`config.mk`:
```
export PLATFORM = sky130hd
export DESIGN_NAME = motor_soft_start_ramp_controller
export DESIGN_NICKNAME = d
export VERILOG_FILES = /design/src/rtl/msr_pkg.sv /design/src/rtl/msr_regs.sv /design/src/rtl/msr_div.sv /design/src/rtl/msr_dp.sv /design/src/rtl/msr_ctrl.sv /design/src/rtl/motor_soft_start_ramp_controller.sv
export VERILOG_INCLUDE_DIRS = /design/src /design/src/rtl
export SDC_FILE = /design/constraint.sdc
export NUM_CORES = 1
export LEC_CHECK = 0
export ABC_CLOCK_PERIOD_IN_PS = 3950
export BUFFER_PORTS_ARGS = -buffer_cell sky130_fd_sc_hd__buf_2
export CAP_MARGIN = 30
export CORE_MARGIN = 8
export CORE_UTILIZATION = 30
export DETAILED_ROUTE_END_ITERATION = 10
export GPL_ROUTABILITY_DRIVEN = 1
export PLACE_DENSITY = 0.54
export SYNTH_ARGS = -nofsm -noshare
export SYNTH_HDL_FRONTEND = slang
export SYNTH_SLANG_ARGS = --single-unit
```
`constraint.sdc`:
```
create_clock -name clk -period 3.95 [get_ports clk]
set_clock_uncertainty 0.05 [all_clocks]
set_input_delay 0.79 -clock clk [delete_from_list [all_inputs] [get_ports clk]]
set_output_delay 0.79 -clock clk [all_outputs]
set_load 0.05 [all_outputs]
```
`src/rtl/motor_soft_start_ramp_controller_defines.svh`:
```
`ifndef MOTOR_SOFT_START_RAMP_CONTROLLER_DEFINES_SVH
`define MOTOR_SOFT_START_RAMP_CONTROLLER_DEFINES_SVH

// same-cycle implication, clocked on clk, off while arst_n is low
`define MSR_ASSERT_IMPL(name, ante, cons) \
	name: assert property (@(posedge clk) disable iff (!arst_n) (ante) |-> (cons)) \
		else $error("msr: implication check failed");

// next-cycle implication
`define MSR_ASSERT_NEXT(name, ante, cons) \
	name: assert property (@(posedge clk) disable iff (!arst_n) (ante) |=> (cons)) \
		else $error("msr: next-cycle check failed");

`endif

```
`src/rtl/msr_pkg.sv`:
```
package msr_pkg;

	localparam int CFG_W     = 10;
	localparam int DB_W      = 4;
	localparam int TICK_W    = 8;
	localparam int DUTY_W    = 10;
	localparam int DELAY_W   = 17;
	localparam int CFG_IDX_W = 3;

	localparam logic [CFG_IDX_W-1:0] CFG_DEBOUNCE  = 3'd0;
	localparam logic [CFG_IDX_W-1:0] CFG_SAMPLE    = 3'd1;
	localparam logic [CFG_IDX_W-1:0] CFG_JUMP      = 3'd2;
	localparam logic [CFG_IDX_W-1:0] CFG_FLOOR     = 3'd3;
	localparam logic [CFG_IDX_W-1:0] CFG_LOW_SPEED = 3'd4;
	localparam logic [CFG_IDX_W-1:0] CFG_CEILING   = 3'd5;

	localparam logic [DB_W-1:0]   RST_DEBOUNCE  = 4'd5;
	localparam logic [TICK_W-1:0] RST_SAMPLE    = 8'd10;
	localparam logic [CFG_W-1:0]  RST_JUMP      = 10'd100;
	localparam logic [CFG_W-1:0]  RST_FLOOR     = 10'd10;
	localparam logic [CFG_W-1:0]  RST_LOW_SPEED = 10'd10;
	localparam logic [CFG_W-1:0]  RST_CEILING   = 10'd1000;

	localparam logic REQ_SLOW = 1'b0;
	localparam logic REQ_FINE = 1'b1;

	typedef struct packed {
		logic [DB_W-1:0]   debounce_ticks;
		logic [TICK_W-1:0] sample_period;
		logic [CFG_W-1:0]  speed_jump;
		logic [CFG_W-1:0]  ramp_floor;
		logic [CFG_W-1:0]  low_speed_limit;
		logic [CFG_W-1:0]  speed_ceiling;
	} cfg_t;

	typedef struct packed {
		logic take;
		logic div_go;
		logic load_out;
	} ctrl_cmd_t;

	typedef struct packed {
		logic need_div;
		logic div_done;
	} dp_status_t;

endpackage

```
`src/rtl/msr_regs.sv`:
```
module msr_regs import msr_pkg::*; (
	input  logic                 clk,
	input  logic                 arst_n,
	input  logic                 cfg_we,
	input  logic [CFG_IDX_W-1:0] cfg_index,
	input  logic [CFG_W-1:0]     cfg_data,
	output cfg_t                 cfg
);

	cfg_t cfg_q;

	always_ff @(posedge clk or negedge arst_n) begin
		if (!arst_n) begin
			cfg_q.debounce_ticks  <= RST_DEBOUNCE;
			cfg_q.sample_period   <= RST_SAMPLE;
			cfg_q.speed_jump      <= RST_JUMP;
			cfg_q.ramp_floor      <= RST_FLOOR;
			cfg_q.low_speed_limit <= RST_LOW_SPEED;
			cfg_q.speed_ceiling   <= RST_CEILING;
		end else if (cfg_we) begin
			case (cfg_index)
				CFG_DEBOUNCE:  cfg_q.debounce_ticks  <= cfg_data[DB_W-1:0];
				CFG_SAMPLE:    cfg_q.sample_period   <= cfg_data[TICK_W-1:0];
				CFG_JUMP:      cfg_q.speed_jump      <= cfg_data;
				CFG_FLOOR:     cfg_q.ramp_floor      <= cfg_data;
				CFG_LOW_SPEED: cfg_q.low_speed_limit <= cfg_data;
				CFG_CEILING:   cfg_q.speed_ceiling   <= cfg_data;
				default: ;
			endcase
		end
	end

	assign cfg = cfg_q;

endmodule

```
`src/rtl/msr_div.sv`:
```
module msr_div import msr_pkg::*; #(
	parameter int DVD_W = 20,
	parameter int DVS_W = 10
) (
	input  logic             clk,
	input  logic             arst_n,
	input  logic             start,
	input  logic [DVD_W-1:0] dividend,
	input  logic [DVS_W-1:0] divisor,
	output logic             done,
	output logic [DVD_W-1:0] quotient
);

	localparam int CNT_W = $clog2(DVD_W + 1);

	logic [DVS_W-1:0] rem_q;
	logic [DVS_W-1:0] dvs_q;
	logic [DVD_W-1:0] quo_q;
	logic [CNT_W-1:0] cnt_q;
	logic             busy_q;
	logic             done_q;

	logic [DVS_W:0]   trial;
	logic [DVS_W:0]   diff;
	logic             fits;

	// one quotient bit per cycle, dividend shifted out of quo_q as quotient shifts in
	assign trial = {rem_q, quo_q[DVD_W-1]};
	assign diff  = trial - {1'b0, dvs_q};
	assign fits  = trial >= {1'b0, dvs_q};

	always_ff @(posedge clk or negedge arst_n) begin
		if (!arst_n) begin
			busy_q <= 1'b0;
			done_q <= 1'b0;
			cnt_q  <= '0;
		end else begin
			done_q <= 1'b0;
			if (start) begin
				busy_q <= 1'b1;
				cnt_q  <= CNT_W'(DVD_W);
			end else if (busy_q) begin
				cnt_q <= cnt_q - 1'b1;
				if (cnt_q == CNT_W'(1)) begin
					busy_q <= 1'b0;
					done_q <= 1'b1;
				end
			end
		end
	end

	always_ff @(posedge clk) begin
		if (start) begin
			rem_q <= '0;
			quo_q <= dividend;
			dvs_q <= divisor;
		end else if (busy_q) begin
			rem_q <= fits ? diff[DVS_W-1:0] : trial[DVS_W-1:0];
			quo_q <= {quo_q[DVD_W-2:0], fits};
		end
	end

	assign done     = done_q;
	assign quotient = quo_q;

endmodule

```
`src/rtl/msr_dp.sv`:
```
module msr_dp import msr_pkg::*; #(
	parameter int ADC_BITS = 10
) (
	input  logic                clk,
	input  logic                arst_n,
	input  cfg_t                cfg,
	input  ctrl_cmd_t           cmd,
	output dp_status_t          sts,
	input  logic                req_type,
	input  logic                start_raw,
	input  logic                dir_raw,
	input  logic [ADC_BITS-1:0] speed_sample,
	input  logic [ADC_BITS-1:0] ramp_sample,
	output logic [DUTY_W-1:0]   duty,
	output logic                dir_drive,
	output logic                start_level,
	output logic                dir_level
);

	localparam int CMP_W = (ADC_BITS > CFG_W) ? ADC_BITS : CFG_W;
	localparam int DVD_W = CMP_W + ADC_BITS;

	// {level, prev, stable} after one slow tick
	function automatic logic [DB_W+1:0] db_step(
		input logic            raw,
		input logic            level,
		input logic            prev,
		input logic [DB_W-1:0] stable,
		input logic [DB_W-1:0] ticks
	);
		logic [DB_W:0]   c;
		logic [DB_W+1:0] r;
		c = {1'b0, stable} + (DB_W+1)'(1);
		if (raw == prev) begin
			if (c >= {1'b0, ticks}) r = {raw, prev, ticks};
			else r = {level, prev, c[DB_W-1:0]};
		end else begin
			r = {level, raw, {DB_W{1'b0}}};
		end
		return r;
	endfunction

	logic [TICK_W-1:0]   tick_q;
	logic                start_state_q, start_prev_q;
	logic [DB_W-1:0]     start_stable_q;
	logic                dirbtn_state_q, dirbtn_prev_q;
	logic [DB_W-1:0]     dirbtn_stable_q;
	logic [DUTY_W-1:0]   speed_set_q;
	logic [ADC_BITS-1:0] speed_prev_q;
	logic [DELAY_W-1:0]  step_delay_q;
	logic [DELAY_W-1:0]  fine_count_q;
	logic [DUTY_W-1:0]   duty_q;
	logic                dir_out_q;

	logic [DUTY_W-1:0]   duty_out_q;
	logic                dir_drive_out_q, start_out_q, dir_level_out_q;

	logic [DB_W+1:0]     start_nx, dirbtn_nx;
	logic [TICK_W-1:0]   tick_inc;
	logic                sample;
	logic [CMP_W-1:0]    spd, rmp, flr, ramp_c, sp_prev, ceil_c;
	logic                jump, recompute, direct;
	logic [DVD_W-1:0]    quo;
	logic                div_done;
	logic [DELAY_W-1:0]  div_delay;
	logic [DUTY_W-1:0]   speed_set_nx;

	logic                step;
	logic [DUTY_W-1:0]   target;
	logic [DUTY_W-1:0]   duty_nx;

	assign start_nx  = db_step(start_raw, start_state_q, start_prev_q, start_stable_q,
		cfg.debounce_ticks);
	assign dirbtn_nx = db_step(dir_raw, dirbtn_state_q, dirbtn_prev_q, dirbtn_stable_q,
		cfg.debounce_ticks);

	assign tick_inc = tick_q + 1'b1;
	assign sample   = tick_inc >= cfg.sample_period;

	assign spd     = CMP_W'(speed_sample);
	assign rmp     = CMP_W'(ramp_sample);
	assign flr     = CMP_W'(cfg.ramp_floor);
	assign sp_prev = CMP_W'(speed_prev_q);
	assign ceil_c  = CMP_W'(cfg.speed_ceiling);
	assign ramp_c  = (rmp < flr) ? flr : rmp;

	// direction compare uses the level debounced on this same tick
	assign jump      = (spd > sp_prev) && ((spd - sp_prev) > CMP_W'(cfg.speed_jump));
	assign recompute = jump || (dirbtn_nx[DB_W+1] == dir_out_q);
	assign direct    = (spd < CMP_W'(cfg.low_speed_limit)) || (spd == '0);

	// min() never exceeds the ceiling register, so it fits the duty width
	assign speed_set_nx = (spd > ceil_c) ? DUTY_W'(ceil_c) : DUTY_W'(spd);

	assign sts.need_div = (req_type == REQ_SLOW) && sample && recompute && !direct;
	assign sts.div_done = div_done;

	msr_div #(
		.DVD_W(DVD_W),
		.DVS_W(ADC_BITS)
	) u_div (
		.clk      (clk),
		.arst_n   (arst_n),
		.start    (cmd.div_go),
		.dividend ({ramp_c, {ADC_BITS{1'b0}}}),
		.divisor  (speed_sample),
		.done     (div_done),
		.quotient (quo)
	);

	assign div_delay = ((quo >> DELAY_W) != '0) ? {DELAY_W{1'b1}} : quo[DELAY_W-1:0];

	assign step   = fine_count_q >= step_delay_q;
	assign target = ((dirbtn_state_q == dir_out_q) && start_state_q) ? speed_set_q : '0;
	always_comb begin
		if (duty_q > target) duty_nx = duty_q - 1'b1;
		else if (duty_q < target) duty_nx = duty_q + 1'b1;
		else duty_nx = duty_q;
	end

	always_ff @(posedge clk or negedge arst_n) begin
		if (!arst_n) begin
			tick_q          <= '0;
			start_state_q   <= 1'b0;
			start_prev_q    <= 1'b0;
			start_stable_q  <= '0;
			dirbtn_state_q  <= 1'b0;
			dirbtn_prev_q   <= 1'b0;
			dirbtn_stable_q <= '0;
			speed_set_q     <= '0;
			speed_prev_q    <= '0;
			step_delay_q    <= '0;
			fine_count_q    <= '0;
			duty_q          <= '0;
			dir_out_q       <= 1'b0;
		end else begin
			if (cmd.take) begin
				if (req_type == REQ_SLOW) begin
					{start_state_q, start_prev_q, start_stable_q}    <= start_nx;
					{dirbtn_state_q, dirbtn_prev_q, dirbtn_stable_q} <= dirbtn_nx;
					if (sample) begin
						tick_q       <= '0;
						speed_prev_q <= speed_sample;
						speed_set_q  <= speed_set_nx;
						if (recompute && direct) step_delay_q <= DELAY_W'(ramp_c);
					end else begin
						tick_q <= tick_inc;
					end
				end else if (step) begin
					fine_count_q <= '0;
					duty_q       <= duty_nx;
					if (duty_nx == '0) dir_out_q <= dirbtn_state_q;
				end else begin
					fine_count_q <= fine_count_q + 1'b1;
				end
			end
			if (div_done) step_delay_q <= div_delay;
		end
	end

	always_ff @(posedge clk) begin
		if (cmd.load_out) begin
			duty_out_q      <= duty_q;
			dir_drive_out_q <= dir_out_q;
			start_out_q     <= start_state_q;
			dir_level_out_q <= dirbtn_state_q;
		end
	end

	assign duty        = duty_out_q;
	assign dir_drive   = dir_drive_out_q;
	assign start_level = start_out_q;
	assign dir_level   = dir_level_out_q;

endmodule

```
`src/rtl/msr_ctrl.sv`:
```
module msr_ctrl import msr_pkg::*; (
	input  logic       clk,
	input  logic       arst_n,
	input  logic       in_valid,
	output logic       in_stall,
	output logic       out_valid,
	input  logic       out_stall,
	input  dp_status_t sts,
	output ctrl_cmd_t  cmd
);

	typedef enum logic [1:0] {
		ST_IDLE,
		ST_DIV,
		ST_PUSH
	} state_t;

	state_t state_q;
	logic   out_valid_q;
	logic   take;
	logic   load;

	assign take = in_valid && (state_q == ST_IDLE);
	// result register may be refilled in the cycle it is taken
	assign load = (state_q == ST_PUSH) && (!out_valid_q || !out_stall);

	assign cmd.take     = take;
	assign cmd.div_go   = take && sts.need_div;
	assign cmd.load_out = load;

	always_ff @(posedge clk or negedge arst_n) begin
		if (!arst_n) begin
			state_q     <= ST_IDLE;
			out_valid_q <= 1'b0;
		end else begin
			if (load) out_valid_q <= 1'b1;
			else if (!out_stall) out_valid_q <= 1'b0;
			case (state_q)
				ST_IDLE: begin
					if (take) state_q <= sts.need_div ? ST_DIV : ST_PUSH;
				end
				ST_DIV: begin
					if (sts.div_done) state_q <= ST_PUSH;
				end
				ST_PUSH: begin
					if (load) state_q <= ST_IDLE;
				end
				default: state_q <= ST_IDLE;
			endcase
		end
	end

	assign in_stall  = (state_q != ST_IDLE);
	assign out_valid = out_valid_q;

endmodule

```
`src/rtl/motor_soft_start_ramp_controller.sv`:
```
// Soft-start ramp controller for a DC motor PWM stage. Each request is either a slow tick
// (debounces start/direction pins, and every sample_period ticks latches the speed and ramp
// ADC samples) or a fine tick (advances the step timer, or once it expires restarts it and
// moves duty one count toward its target). Every request yields exactly one result carrying
// the state after it. A request is taken in idle, then waits in the push state until the
// output register is free; a sampling slow tick needing a new step delay first runs the
// bit-serial divider. A new request is taken while the previous result still sits in the
// output register. The user must write configuration only while idle; it is not enforced.
`include "motor_soft_start_ramp_controller_defines.svh"

module motor_soft_start_ramp_controller import msr_pkg::*; #(
	parameter int ADC_BITS = 10
) (
	input  logic                 clk,
	input  logic                 arst_n,
	input  logic                 cfg_we,
	input  logic [CFG_IDX_W-1:0] cfg_index,
	input  logic [CFG_W-1:0]     cfg_data,
	input  logic                 in_valid,
	output logic                 in_stall,
	input  logic                 req_type,
	input  logic                 start_raw,
	input  logic                 dir_raw,
	input  logic [ADC_BITS-1:0]  speed_sample,
	input  logic [ADC_BITS-1:0]  ramp_sample,
	output logic                 out_valid,
	input  logic                 out_stall,
	output logic [DUTY_W-1:0]    duty,
	output logic                 dir_drive,
	output logic                 start_level,
	output logic                 dir_level
);

	cfg_t       cfg;
	ctrl_cmd_t  cmd;
	dp_status_t sts;

	msr_regs u_regs (
		.clk       (clk),
		.arst_n    (arst_n),
		.cfg_we    (cfg_we),
		.cfg_index (cfg_index),
		.cfg_data  (cfg_data),
		.cfg       (cfg)
	);

	msr_dp #(
		.ADC_BITS(ADC_BITS)
	) u_dp (
		.clk          (clk),
		.arst_n       (arst_n),
		.cfg          (cfg),
		.cmd          (cmd),
		.sts          (sts),
		.req_type     (req_type),
		.start_raw    (start_raw),
		.dir_raw      (dir_raw),
		.speed_sample (speed_sample),
		.ramp_sample  (ramp_sample),
		.duty         (duty),
		.dir_drive    (dir_drive),
		.start_level  (start_level),
		.dir_level    (dir_level)
	);

	msr_ctrl u_ctrl (
		.clk       (clk),
		.arst_n    (arst_n),
		.in_valid  (in_valid),
		.in_stall  (in_stall),
		.out_valid (out_valid),
		.out_stall (out_stall),
		.sts       (sts),
		.cmd       (cmd)
	);

	`MSR_ASSERT_NEXT(a_take_then_busy, cmd.take, in_stall)
	`MSR_ASSERT_IMPL(a_load_slot_free, cmd.load_out, !(out_valid && out_stall))
	`MSR_ASSERT_NEXT(a_load_then_valid, cmd.load_out, out_valid)

endmodule
```
; Word level (Yosys, flattened, before mapping)
; Cells that the tools add are included.
[word_totals]
reg_bits = 200
out_inout_bits = 15
latchBits = 0
mem_bits_ro = 0
mem_count = 0
wordCells = 149
ramBits = 0
inputBits = 41
[op_classes]
bitwise = 3
div = 0
n_eq_ne = 17
shifts = 0
n_mux = 35
n_lt_le_gt_ge = 12
mul = 0
add_sub_neg = 9
n_reduce_logical = 41
[op_table]
columns = op, count
row1 = two-way mux 17 bit, 7
row2 = two-way mux 10 bit, 6
row3 = > comparator 10 bit, 4
row4 = two-way mux 20 bit, 2
row5 = < comparator 10 bit, 3
row6 = zero test 10 bit, 2
row7 = nonzero test 20 bit, 1
row8 = subtractor 10 bit, 2
row9 = "adder 17 x 1 -> 17 bit, second input constant", 1
row10 = >= comparator 17 bit, 1
row11 = AND reduction 2 bit, 8
row12 = two-way mux 5 bit, 3
row13 = AND reduction 3 bit, 5
row14 = two-way mux 6 bit, 2
row15 = AND reduction 4 bit, 3
row16 = >= comparator 11 x 10 -> 1 bit, 1
row17 = "adder 10 x 1 -> 10 bit, second input constant", 1
row18 = "adder 4 x 1 -> 5 bit, second input constant", 2
row19 = >= comparator 5 x 4 -> 1 bit, 2
row20 = nonzero test 2 bit, 5
row21 = "subtractor 10 x 1 -> 10 bit, second input constant", 1
row22 = logical AND 1 bit, 9
row23 = "adder 8 x 1 -> 8 bit, second input constant", 1
row24 = >= comparator 8 bit, 1
row25 = other kinds (20), 44

; Longest topological paths before layout
; Gate-level depths: netlist (run 1).
[logic_depth]
word_depth = 12
ltp_mapped = 21
depth_no_buf = 19

; Cells and area by module
; Synthesis (run 1) repeated with hierarchy kept, for this count alone.
[unflattened]
hier_cells = 1205
area_unflattened_um2 = 12270.5
[modules_own_cells]
columns = module, n_inst, seq_area_each_um2, cells_per_inst, area_each_um2
row1 = msr_dp, 1, 2517.4, 872, 7487.2
row2 = msr_div, 1, 1276.2, 199, 2481.1
row3 = msr_regs, 1, 1322.5, 115, 2137.0
row4 = msr_ctrl, 1, 75.1, 19, 165.2

; Least setup slack after synthesis (run 1)
; OpenSTA, ideal clock, no wires.
[synth_path]
path_kind = input to register
from = in speed_sample[1]
to = reg u_dp.u_div.quo_q[10] (netlist: u_dp.u_div.quotient[10]), enable pin
required_time_ns = 3.559
n_path_buf = 1
path_slack_ns = -0.816
path_stages = 17
setup_ns = 0.341
t_arrival_ns = 4.376
path_cell_list = ha_1 nor2b_1 o21ai_0 a21boi_0 o21ai_0 a21boi_0 o21ai_0 nor2b_1 o311ai_0 ha_1 nand2_1 nor3_1 or3_1 o311ai_2 nor3b_2 buf_2 or2_1
[synth_between]
elab_chain_cells = 8
elab_cells_between_ends = 13
classes_between = add/sub: 1 / order compare: 3 / reduce/logical: 9
[synth_lines]
columns = element, line_no
row1 = from (decl), motor_soft_start_ramp_controller.sv:24  ; input logic [ADC_BITS-1:0] speed_sample,
row2 = subtractor 10 bit, msr_dp.sv:88  ; assign jump = (spd > sp_prev) && ((spd - sp_prev) > CMP_W'(cfg.speed_jump));
row3 = > comparator 10 bit, msr_dp.sv:88
row4 = logical AND 1 bit, msr_dp.sv:88
row5 = logical OR 1 bit, msr_dp.sv:89  ; assign recompute = jump || (dirbtn_nx[DB_W+1] == dir_out_q);
row6 = logical AND 1 bit, msr_dp.sv:95  ; assign sts.need_div = (req_type == REQ_SLOW) && sample && recompute && !direct;
row7 = logical AND 1 bit (*), msr_dp.sv:95
row8 = logical AND 1 bit (*), msr_ctrl.sv:28  ; assign cmd.div_go = take && sts.need_div;
row9 = nonzero test 2 bit (no line) (*), -
row10 = to (signal assigned), msr_div.sv:55  ; quo_q <= dividend;
row11 = to (signal assigned), msr_div.sv:59  ; quo_q <= {quo_q[DVD_W-2:0], fits};
row12 = to (decl), msr_div.sv:18  ; logic [DVD_W-1:0] quo_q;
; Mark *: on every way between the ends. The rest lies on a longest branch, timed or not.
; A chain may end at the register's enable or synchronous reset.

; Worst setup path after layout (run 1)
[layout_path]
from = reg u_dp.speed_prev_q[1] (netlist: u_dp.sp_prev[1])
to = reg u_dp.u_div.quo_q[13] (netlist: u_dp.u_div.quotient[13]), data pin
[layout_between]
elab_chain_cells = 8
elab_cells_between_ends = 9
classes_between = add/sub: 1 / order compare: 2 / mux: 1 / reduce/logical: 5
[layout_lines]
columns = element, line_no
row1 = from (decl), msr_dp.sv:49  ; logic [ADC_BITS-1:0] speed_prev_q;
row2 = from (signal assigned), msr_dp.sv:143  ; speed_prev_q <= speed_sample;
row3 = subtractor 10 bit, msr_dp.sv:88
row4 = > comparator 10 bit, msr_dp.sv:88
row5 = logical AND 1 bit (*), msr_dp.sv:88
row6 = logical OR 1 bit (*), msr_dp.sv:89
row7 = logical AND 1 bit (*) (2 in a row), msr_dp.sv:95
row8 = logical AND 1 bit (*), msr_ctrl.sv:28
row9 = two-way mux 20 bit (*), msr_div.sv:53  ; if (start) begin
; Marks and branches as above.

==> summary.txt, run 1 <==
Die
  – Die Area: 0.0474 sq mm
  – Die X: 218 um
  – Initial cell density of the core: 30.2%
  – IO Count: 56
  – Site row count: 74
  – Die height: 218 um
  – Core Region: 0.0405 sq mm

Finish
  – Most common cell after layout, fill and taps aside: nand2_1
  – Fin util: 36.0%
  – Area grow syn2layout: 19.3%
  – Layout cell share with drive strength beyond 1: 19.6%
  – Multi-input gate area: 0.00682 sq mm
  – Most frequent cells in the layout: nand2_1, dfrtp_1, ha_1, inv_1, o21ai_0
  – # fillers: 4053
  – Reg area: 0.00509 sq mm
  – Nets@finish: 1531

STA
  – Clock period minus worst slack: 4060 ps
  – Max Clk Rate: 0.246 GHz
  – Max Slew Vio Count: 0
  – # setup viols final: 46
  – WHS: 340 ps
  – RSZ-0062 raised after global routing: yes
  – Worst-Margin Slew: 941 ps
  – Slew HR: 36.8%
  – Final Hold Fails: 0
  – Fin worst setup slack: -113 ps
  – Fin crit share: 103%

Yosys
  – Synth Net Count: 1429
  – #FFs+latches synth: 200
  – Area leader, netlist: dfrtp_1
  – Netlist cell types: 81
  – Seq/Total Area, Yosys: 41.7%
  – Yosys warnings: 0
  – Ys flop type: dfrtp_1
  – Synth top area share: 26.6%
  – EDFF count, synth: 33
  – Synth Cell Area: 0.0122 sq mm
  – Post-Syn Instances: 1275
  – Mean area per synthesized cell: 9.58 sq um
  – Async SR Flop Fraction: 73.5%
  – Top cells by area, synth: dfrtp_1, ha_1, edfxtp_1, nand2_1, o21ai_0

Global routing
  – Aggregate global-route resource usage: 14.1%
  – First-pass GRT wire length: 53300 um
  – Remaining global-route overflow: 0
  – Largest net degree at the start of global routing: 82
  – Initial antenna violation count: 3
  – Number of global-route vias before repair: 9661

Worst setup path
  – CP Max Fanout: 7
  – Worst R2R Path Depth: 18
  – Crit Path Class: flip-flop to flip-flop
  – CP Data Required Time: 4110 ps
  – Critical path capture point type: flip-flop
  – CP startpoint kind: flip-flop
  – Worst EP arrival: 4220 ps

Power and ir drop
  – Seq pwr share: 32.6%
  – Clock network power share: 18.7%
  – Cell Pwr Density: 673 mW/mm^2
  – Net Sw Frac: 40.3%
  – Worst vdd ir: 0.000351 V
  – Total power: 9.80 mW
  – Switching pwr: 3.95 mW
  – Int Pwr: 5.85 mW
  – Leak pwr: 6.62 nW
  – Combinational share of power: 48.7%

Clocking
  – Reg clk slew, reported paths: 80 ps
  – Longest Clk Path Bufs: 2
  – Cts hold-fix bufs: 0
  – Clock Sinks: 200
  – H-tree depth: 4
  – Clk Latency, worst-skew pair: 460 ps
  – CTS tree: built
  – Root Buffer: clkbuf_16
  – TritonCTS Buffers: 17

Placement
  – Routability cong.: 0.848
  – Post-Place Worst Slack: -715 ps
  – # port buffers: 55
  – Hpwl dp: 24200 um

Run
  – Max_cap viols: 0

Detailed routing
  – Drt drc: 0
  – WL per Instance: 17.3 um
  – DRT iter0 DRCs: 669
  – Post-route ant nets: 0
  – Final WL: 33300 um
  – Drt first pass iters: 5
  – Drt via density: 5.07
  – Vias: 9741

Status
  – Outcome: finished, violations left
  – Failing checks: setup timing

Hold path
  – Worst min path class: primary input to asynchronous set/reset pin
final cells by class:
class / count / share of cell area [%]
Sequential cell: 200 / 34.9
Inverter: 106 / 2.84
Tap cell: 532 / 4.57
Clock inverter: 12 / 0.884
Multi-Input combinational cell: 923 / 46.8
Timing Repair Buffer: 129 / 6.75
Antenna cell: 1 / 0.0172
Clock buffer: 20 / 3.21
flip-flops by register name, indices dropped and copies added, names as in the netlist, 4 cells and up:
name / cells
u_dp.u_div.quotient: 20
u_dp.u_div.dvs_q: 10
u_dp.u_div.cnt_q: 5
u_dp.step_delay_q: 17
u_dp.sp_prev: 10
u_regs.cfg: 52
u_dp.fine_count_q: 17
u_dp.tick_q: 8
u_dp.speed_set_q: 10
u_dp.duty_q: 10
u_dp.duty: 10
u_dp.dirbtn_stable_q: 4
u_dp.start_stable_q: 4
u_dp.u_div.rem_q: 10
cells by family (layout without fill, tap and decap cells):
| group | after synthesis | in the layout | synth area share [%] |
|---|---|---|---|
| adders and majority gates | 113 | 113 | 11.7 |
| xor gates and xnor gates | 46 | 46 | 3.30 |
| other | 0 | 1 | 0 |
| buffers and inverters | 153 | 267 | 4.90 |
| DFF | 200 | 200 | 41.7 |
| and+or+nand+nor | 385 | 386 | 15.3 |
| muxes | 79 | 79 | 6.85 |
| AOI/OAI and AO/OA | 299 | 299 | 16.2 |
cells in the mapped netlist, types with 17 or more instances:
master and instances:
o21ai_0 100, nand2_1 134, nand2b_1 23, edfxtp_1 33
nor3_1 18, inv_1 106, nor2_1 84, mux2_2 28
clkbuf_1 36, dfrtp_1 130, xnor2_1 30, dfxtp_1 20
nand3_1 25, nand4_1 25, dfstp_2 17, o21a_1 17
a21oi_1 36, ha_1 111, mux2i_1 43
power by group through the flow:
stage | Clock, mW | Sequential, mW | Combinational [mW]
after floorplan | 0 | 3.14 | 3.20
after global placement | 0 | 3.22 | 4.26
after detailed placement | 0 | 3.23 | 4.37
after CTS | 1.88 | 3.20 | 4.57
after global routing | 1.94 | 3.27 | 5.32
final | 1.83 | 3.20 | 4.77
path summary, 6_finish.rpt:
kind,slack (ps),from,end
setup / recovery,-110,u_dp.sp_prev[1]$_DFFE_PN0P_,u_dp.u_div.quotient[13]$_DFFE_PP_
hold / removal,340,arst_n,u_dp.duty_q[8]$_DFFE_PN0P_
setup reg to reg,-110,u_dp.sp_prev[1]$_DFFE_PN0P_,u_dp.u_div.quotient[13]$_DFFE_PP_
hold reg to reg,440,u_dp.u_div.rem_q[9]$_SDFFE_PP0P_,u_dp.u_div.rem_q[9]$_SDFFE_PP0P_
max in group asynchronous,2560,arst_n,u_regs.cfg[41]$_DFFE_PN1P_
min in group clk,440,u_dp.u_div.rem_q[9]$_SDFFE_PP0P_,u_dp.u_div.rem_q[9]$_SDFFE_PP0P_
critical path: stages (launching register included):
cell	delay (ps)
dfrtp_1	390
inv_2	80
ha_4	200
nor2b_4	120
o21ai_2	160
a21boi_2	100
o21ai_2	160
a21boi_2	90
o21ai_2	130
nor2b_4	200
o311ai_2	100
ha_1	330
o21a_1	140
o32ai_2	70
or3_4	380
o311ai_4	310
nor3b_4	310
buf_12	180
mux2_4	300
timing repair:
item / CTS / global route
cloned: 4 / 1
pin swaps: 14 / 23
resized for setup: 29 / 35
setup buffers: 11 / 3
setup endpoints to repair: 58 / 77
per-stage QoR:
stage	TNS [ps]	std cells	area (sq um)
CTS	-6780	1919	14400
floorplan	-12930	1275	12300
finish	-2600	1923	14600
global route	-14290	1922	14600
global placement	-36450	1873	13500
detailed placement	-41930	1873	13500
per-layer routing:
metal | track usage (%) | up-vias | wire length (um)
met5 | 0 | - | 27
met4 | 3.74 | 4 | 504
met3 | 2.40 | 38 | 1250
met2 | 23.1 | 162 | 15600
met1 | 18.9 | 4764 | 15800
li1 | - | 4773 | -
No activity file was read; power rests on OpenSTA's default activity.
==> run 2: changes to the inputs <==
==> constraint.sdc (replaced) <==
create_clock -name clk -period 3.95 [get_ports clk]
set_clock_uncertainty 0.05 [all_clocks]
set_input_delay 0.395 -clock clk [delete_from_list [all_inputs] [get_ports clk]]
set_output_delay 0.395 -clock clk [all_outputs]
set_load 0.05 [all_outputs]
==> run 2 against run 1 <==
Effect of this change: the flow still finishes with violations (setup timing); design area down 2.1%; worst setup slack improved by 52 ps; combinational power is 4% lower; via count down 2.1%; final cell count decreased by 0.57%; register-to-register slack improved by 50 ps.
==> summary.txt, run 2 (synthesis results as in run 1) <==
Worst setup path
  – Critical path capture point type: flip-flop
  – CP Max Fanout: 6 (-1)
  – Worst R2R Path Depth: 20 (+2)
  – Worst EP arrival: 4170 ps (-50 ps)
  – Worst R2R Setup Slack: -60 ps (+50 ps)
  – CP Data Required Time: 4110 ps (about the same)
  – CP startpoint kind: flip-flop
  – End of the worst register-to-register path: u_dp.u_div.quotient[15]$_DFFE_PP_
  – Critical R2R Launch: u_dp.sp_prev[1]$_DFFE_PN0P_
  – Crit Path Class: flip-flop to flip-flop

Power and ir drop
  – Cell Pwr Density: 667 mW/mm^2 (-0.76%)
  – Worst vdd ir: 0.000349 V (-0.59%)
  – Leak pwr: 6.51 nW (-1.6%)

STA
  – # setup viols final: 10 (-78%)
  – Fin crit share: 102% (-1.3 points)
  – Final Hold Fails: 0 (unchanged)
  – Fin worst setup slack: -60.9 ps (+52.1 ps)
  – WHS: 126 ps (-213 ps)
  – Max Clk Rate: 0.249 GHz (+1.3%)
  – TNS Setup: -353 ps (+2240 ps)
  – RSZ-0062 raised after global routing: yes
  – Max Slew Vio Count: 0 (unchanged)
  – Slew HR: 34.0% (-2.8 points)
  – Worst-Margin Slew: 983 ps (+41.5 ps)
  – Clock period minus worst slack: 4010 ps (-52.1 ps)

Finish
  – Nets@finish: 1521 (-0.65%)
  – Final Cell Area: 0.0143 sq mm (-2.1%)
  – Most frequent cells in the layout: nand2_1, dfrtp_1, ha_1, inv_1, o21ai_0
  – Area grow syn2layout: 16.8%
  – Finished Layout Cells: 1912 (-0.57%)
  – Largest register FFs: 52 (unchanged)
  – Most common cell after layout, fill and taps aside: nand2_1
  – Antenna Cells: 0 (-1)
  – Layout cell share with drive strength beyond 1: 17.5% (-2.0 points)

Status
  – Outcome: finished, violations left
  – Failing checks: setup timing

Detailed routing
  – Post-route ant nets: 0 (unchanged)
  – WL per Instance: 16.8 um (-2.8%)
  – DRT iter0 DRCs: 680 (+1.6%)
  – Drt via density: 4.99 (-1.6%)
  – Vias: 9532 (-2.1%)
  – Drt drc: 0 (unchanged)
  – Final WL: 32100 um (-3.4%)
  – Drt first pass iters: 5 (unchanged)

Clocking
  – Clk Latency, worst-skew pair: 460 ps (about the same)
  – CTS tree: built
  – Reg clk slew, reported paths: 80 ps (about the same)
  – Longest Clk Path Bufs: 2 (unchanged)
  – TritonCTS Buffers: 17 (unchanged)
  – H-tree depth: 4 (unchanged)
  – Clock Sinks: 200 (unchanged)
  – Root Buffer: clkbuf_16

Die
  – Die Area: 0.0474 sq mm (unchanged)
  – Die height: 218 um (unchanged)
  – IO Count: 56 (unchanged)
  – Site row count: 74 (unchanged)
  – Die X: 218 um (unchanged)
  – Initial cell density of the core: 30.2% (unchanged)
  – Core Region: 0.0405 sq mm (unchanged)

Global routing
  – Number of global-route vias before repair: 9556 (-1.1%)
  – Aggregate global-route resource usage: 13.8% (-0.22 points)
  – Initial antenna violation count: 3 (unchanged)
  – First-pass GRT wire length: 52300 um (-1.8%)
  – Largest net degree at the start of global routing: 87 (+6.1%)
  – Remaining global-route overflow: 0 (unchanged)

Hold path
  – Hold Crit Start: out_stall
  – Worst min path class: primary input to flip-flop
  – Hold path depth: 3
  – Worst Hold Path EP: u_ctrl.out_valid$_DFFE_PN0P_

Placement
  – Post-place instance area: 0.0134 sq mm (-0.66%)
  – Routability cong.: 0.827 (-2.5%)
  – # port buffers: 55 (unchanged)
  – Inst Count DP: 1864 (-0.48%)
  – Hpwl dp: 23500 um (-3.0%)

Run
  – Max_cap viols: 0 (unchanged)
run 2: cell count changes in the layout (fill, tap and decap cells not counted), moves of 7 or more:
cell,change
nor2_1,+12
nor2_2,-8
a211oi_1,+7
a211oi_2,-7
buf_4,-7
run 2: repair_timing:
action	CTS	global route
resized for setup	15	18
pin swaps	8	21
setup buffers	8	7
endpoints found under the setup margin	34	77
cloned	2	0
hold buffers	1	0
endpoints found under the hold margin	21	0
run 2: metal layers:
metal / vias to the layer above / share of wire [%] / wire length, um / global-route usage (%)
met5: - / 0.093 / 30 / 0
li1: 4749 / - / - / -
met1: 4609 / 49 / 15700 / 19.0
met4: 6 / 1.6 / 515 / 3.65
met3: 41 / 3.6 / 1140 / 2.94
met2: 127 / 46 / 14800 / 21.9
run 2: worst max path at each step:
| stage | startpoint | to | slack, ps | cells after the start |
|---|---|---|---|---|
| after floorplan | speed_sample[0] | u_dp.u_div.quotient[11]$_DFFE_PP_ | 9 | 20 |
| after global placement | speed_sample[0] | u_dp.u_div.quotient[10]$_DFFE_PP_ | -270 | 21 |
| after detailed placement | speed_sample[0] | u_dp.u_div.quotient[10]$_DFFE_PP_ | -310 | 21 |
| after CTS | u_dp.sp_prev[1]$_DFFE_PN0P_ | u_dp.u_div.quotient[12]$_DFFE_PP_ | -90 | 20 |
| after global routing | u_dp.sp_prev[1]$_DFFE_PN0P_ | u_dp.u_div.quotient[13]$_DFFE_PP_ | -300 | 20 |
| final | u_dp.sp_prev[1]$_DFFE_PN0P_ | u_dp.u_div.quotient[15]$_DFFE_PP_ | -60 | 20 |
run 2: cell type report:
cell class / instances / area [sq um]
Timing Repair Buffer: 119 / 816
Tap cell: 532 / 666
Sequential cell: 200 / 5090
Clock buffer: 17 / 425
Multi-Input combinational cell: 923 / 6710
Fill cell: 4116 / 26200
Inverter: 106 / 405
Clock inverter: 15 / 150
run 2: where the power goes:
| part | switching [mW] | internal [mW] |
|---|---|---|
| registers | 0.435 | 2.73 |
| logic | 2.52 | 2.05 |
| clock network | 0.931 | 0.848 |
run 2: stage by stage:
| step | total power, mW | utilization [%] | setup WS (ps) |
|---|---|---|---|
| 2_1_floorplan | 6.34 | - | 9.12 |
| 3_3_place_gp | 7.43 | 33.2 | -274 |
| 3_5_place_dp | 7.50 | 33.2 | -308 |
| 4_1_cts | 9.44 | 35.0 | -89.7 |
| 5_1_grt | 10.3 | 35.2 | -297 |
| 6_report | 9.52 | 35.2 | -60.9 |
run 2: critical path, stage by stage (launching register included):
cell and delay [ps]:
dfrtp_1 340, inv_2 50, ha_4 260, nor2b_4 140, o21ai_2 70, a21boi_2 160
o21ai_2 80, a21boi_2 170, o21ai_2 80, buf_4 140, nand4b_1 110, o311ai_2 110
ha_1 340, o21a_1 130, o32ai_1 70, or3_4 340, o311ai_4 290, nor3b_4 280
buf_6 140, buf_12 120, mux2_4 300
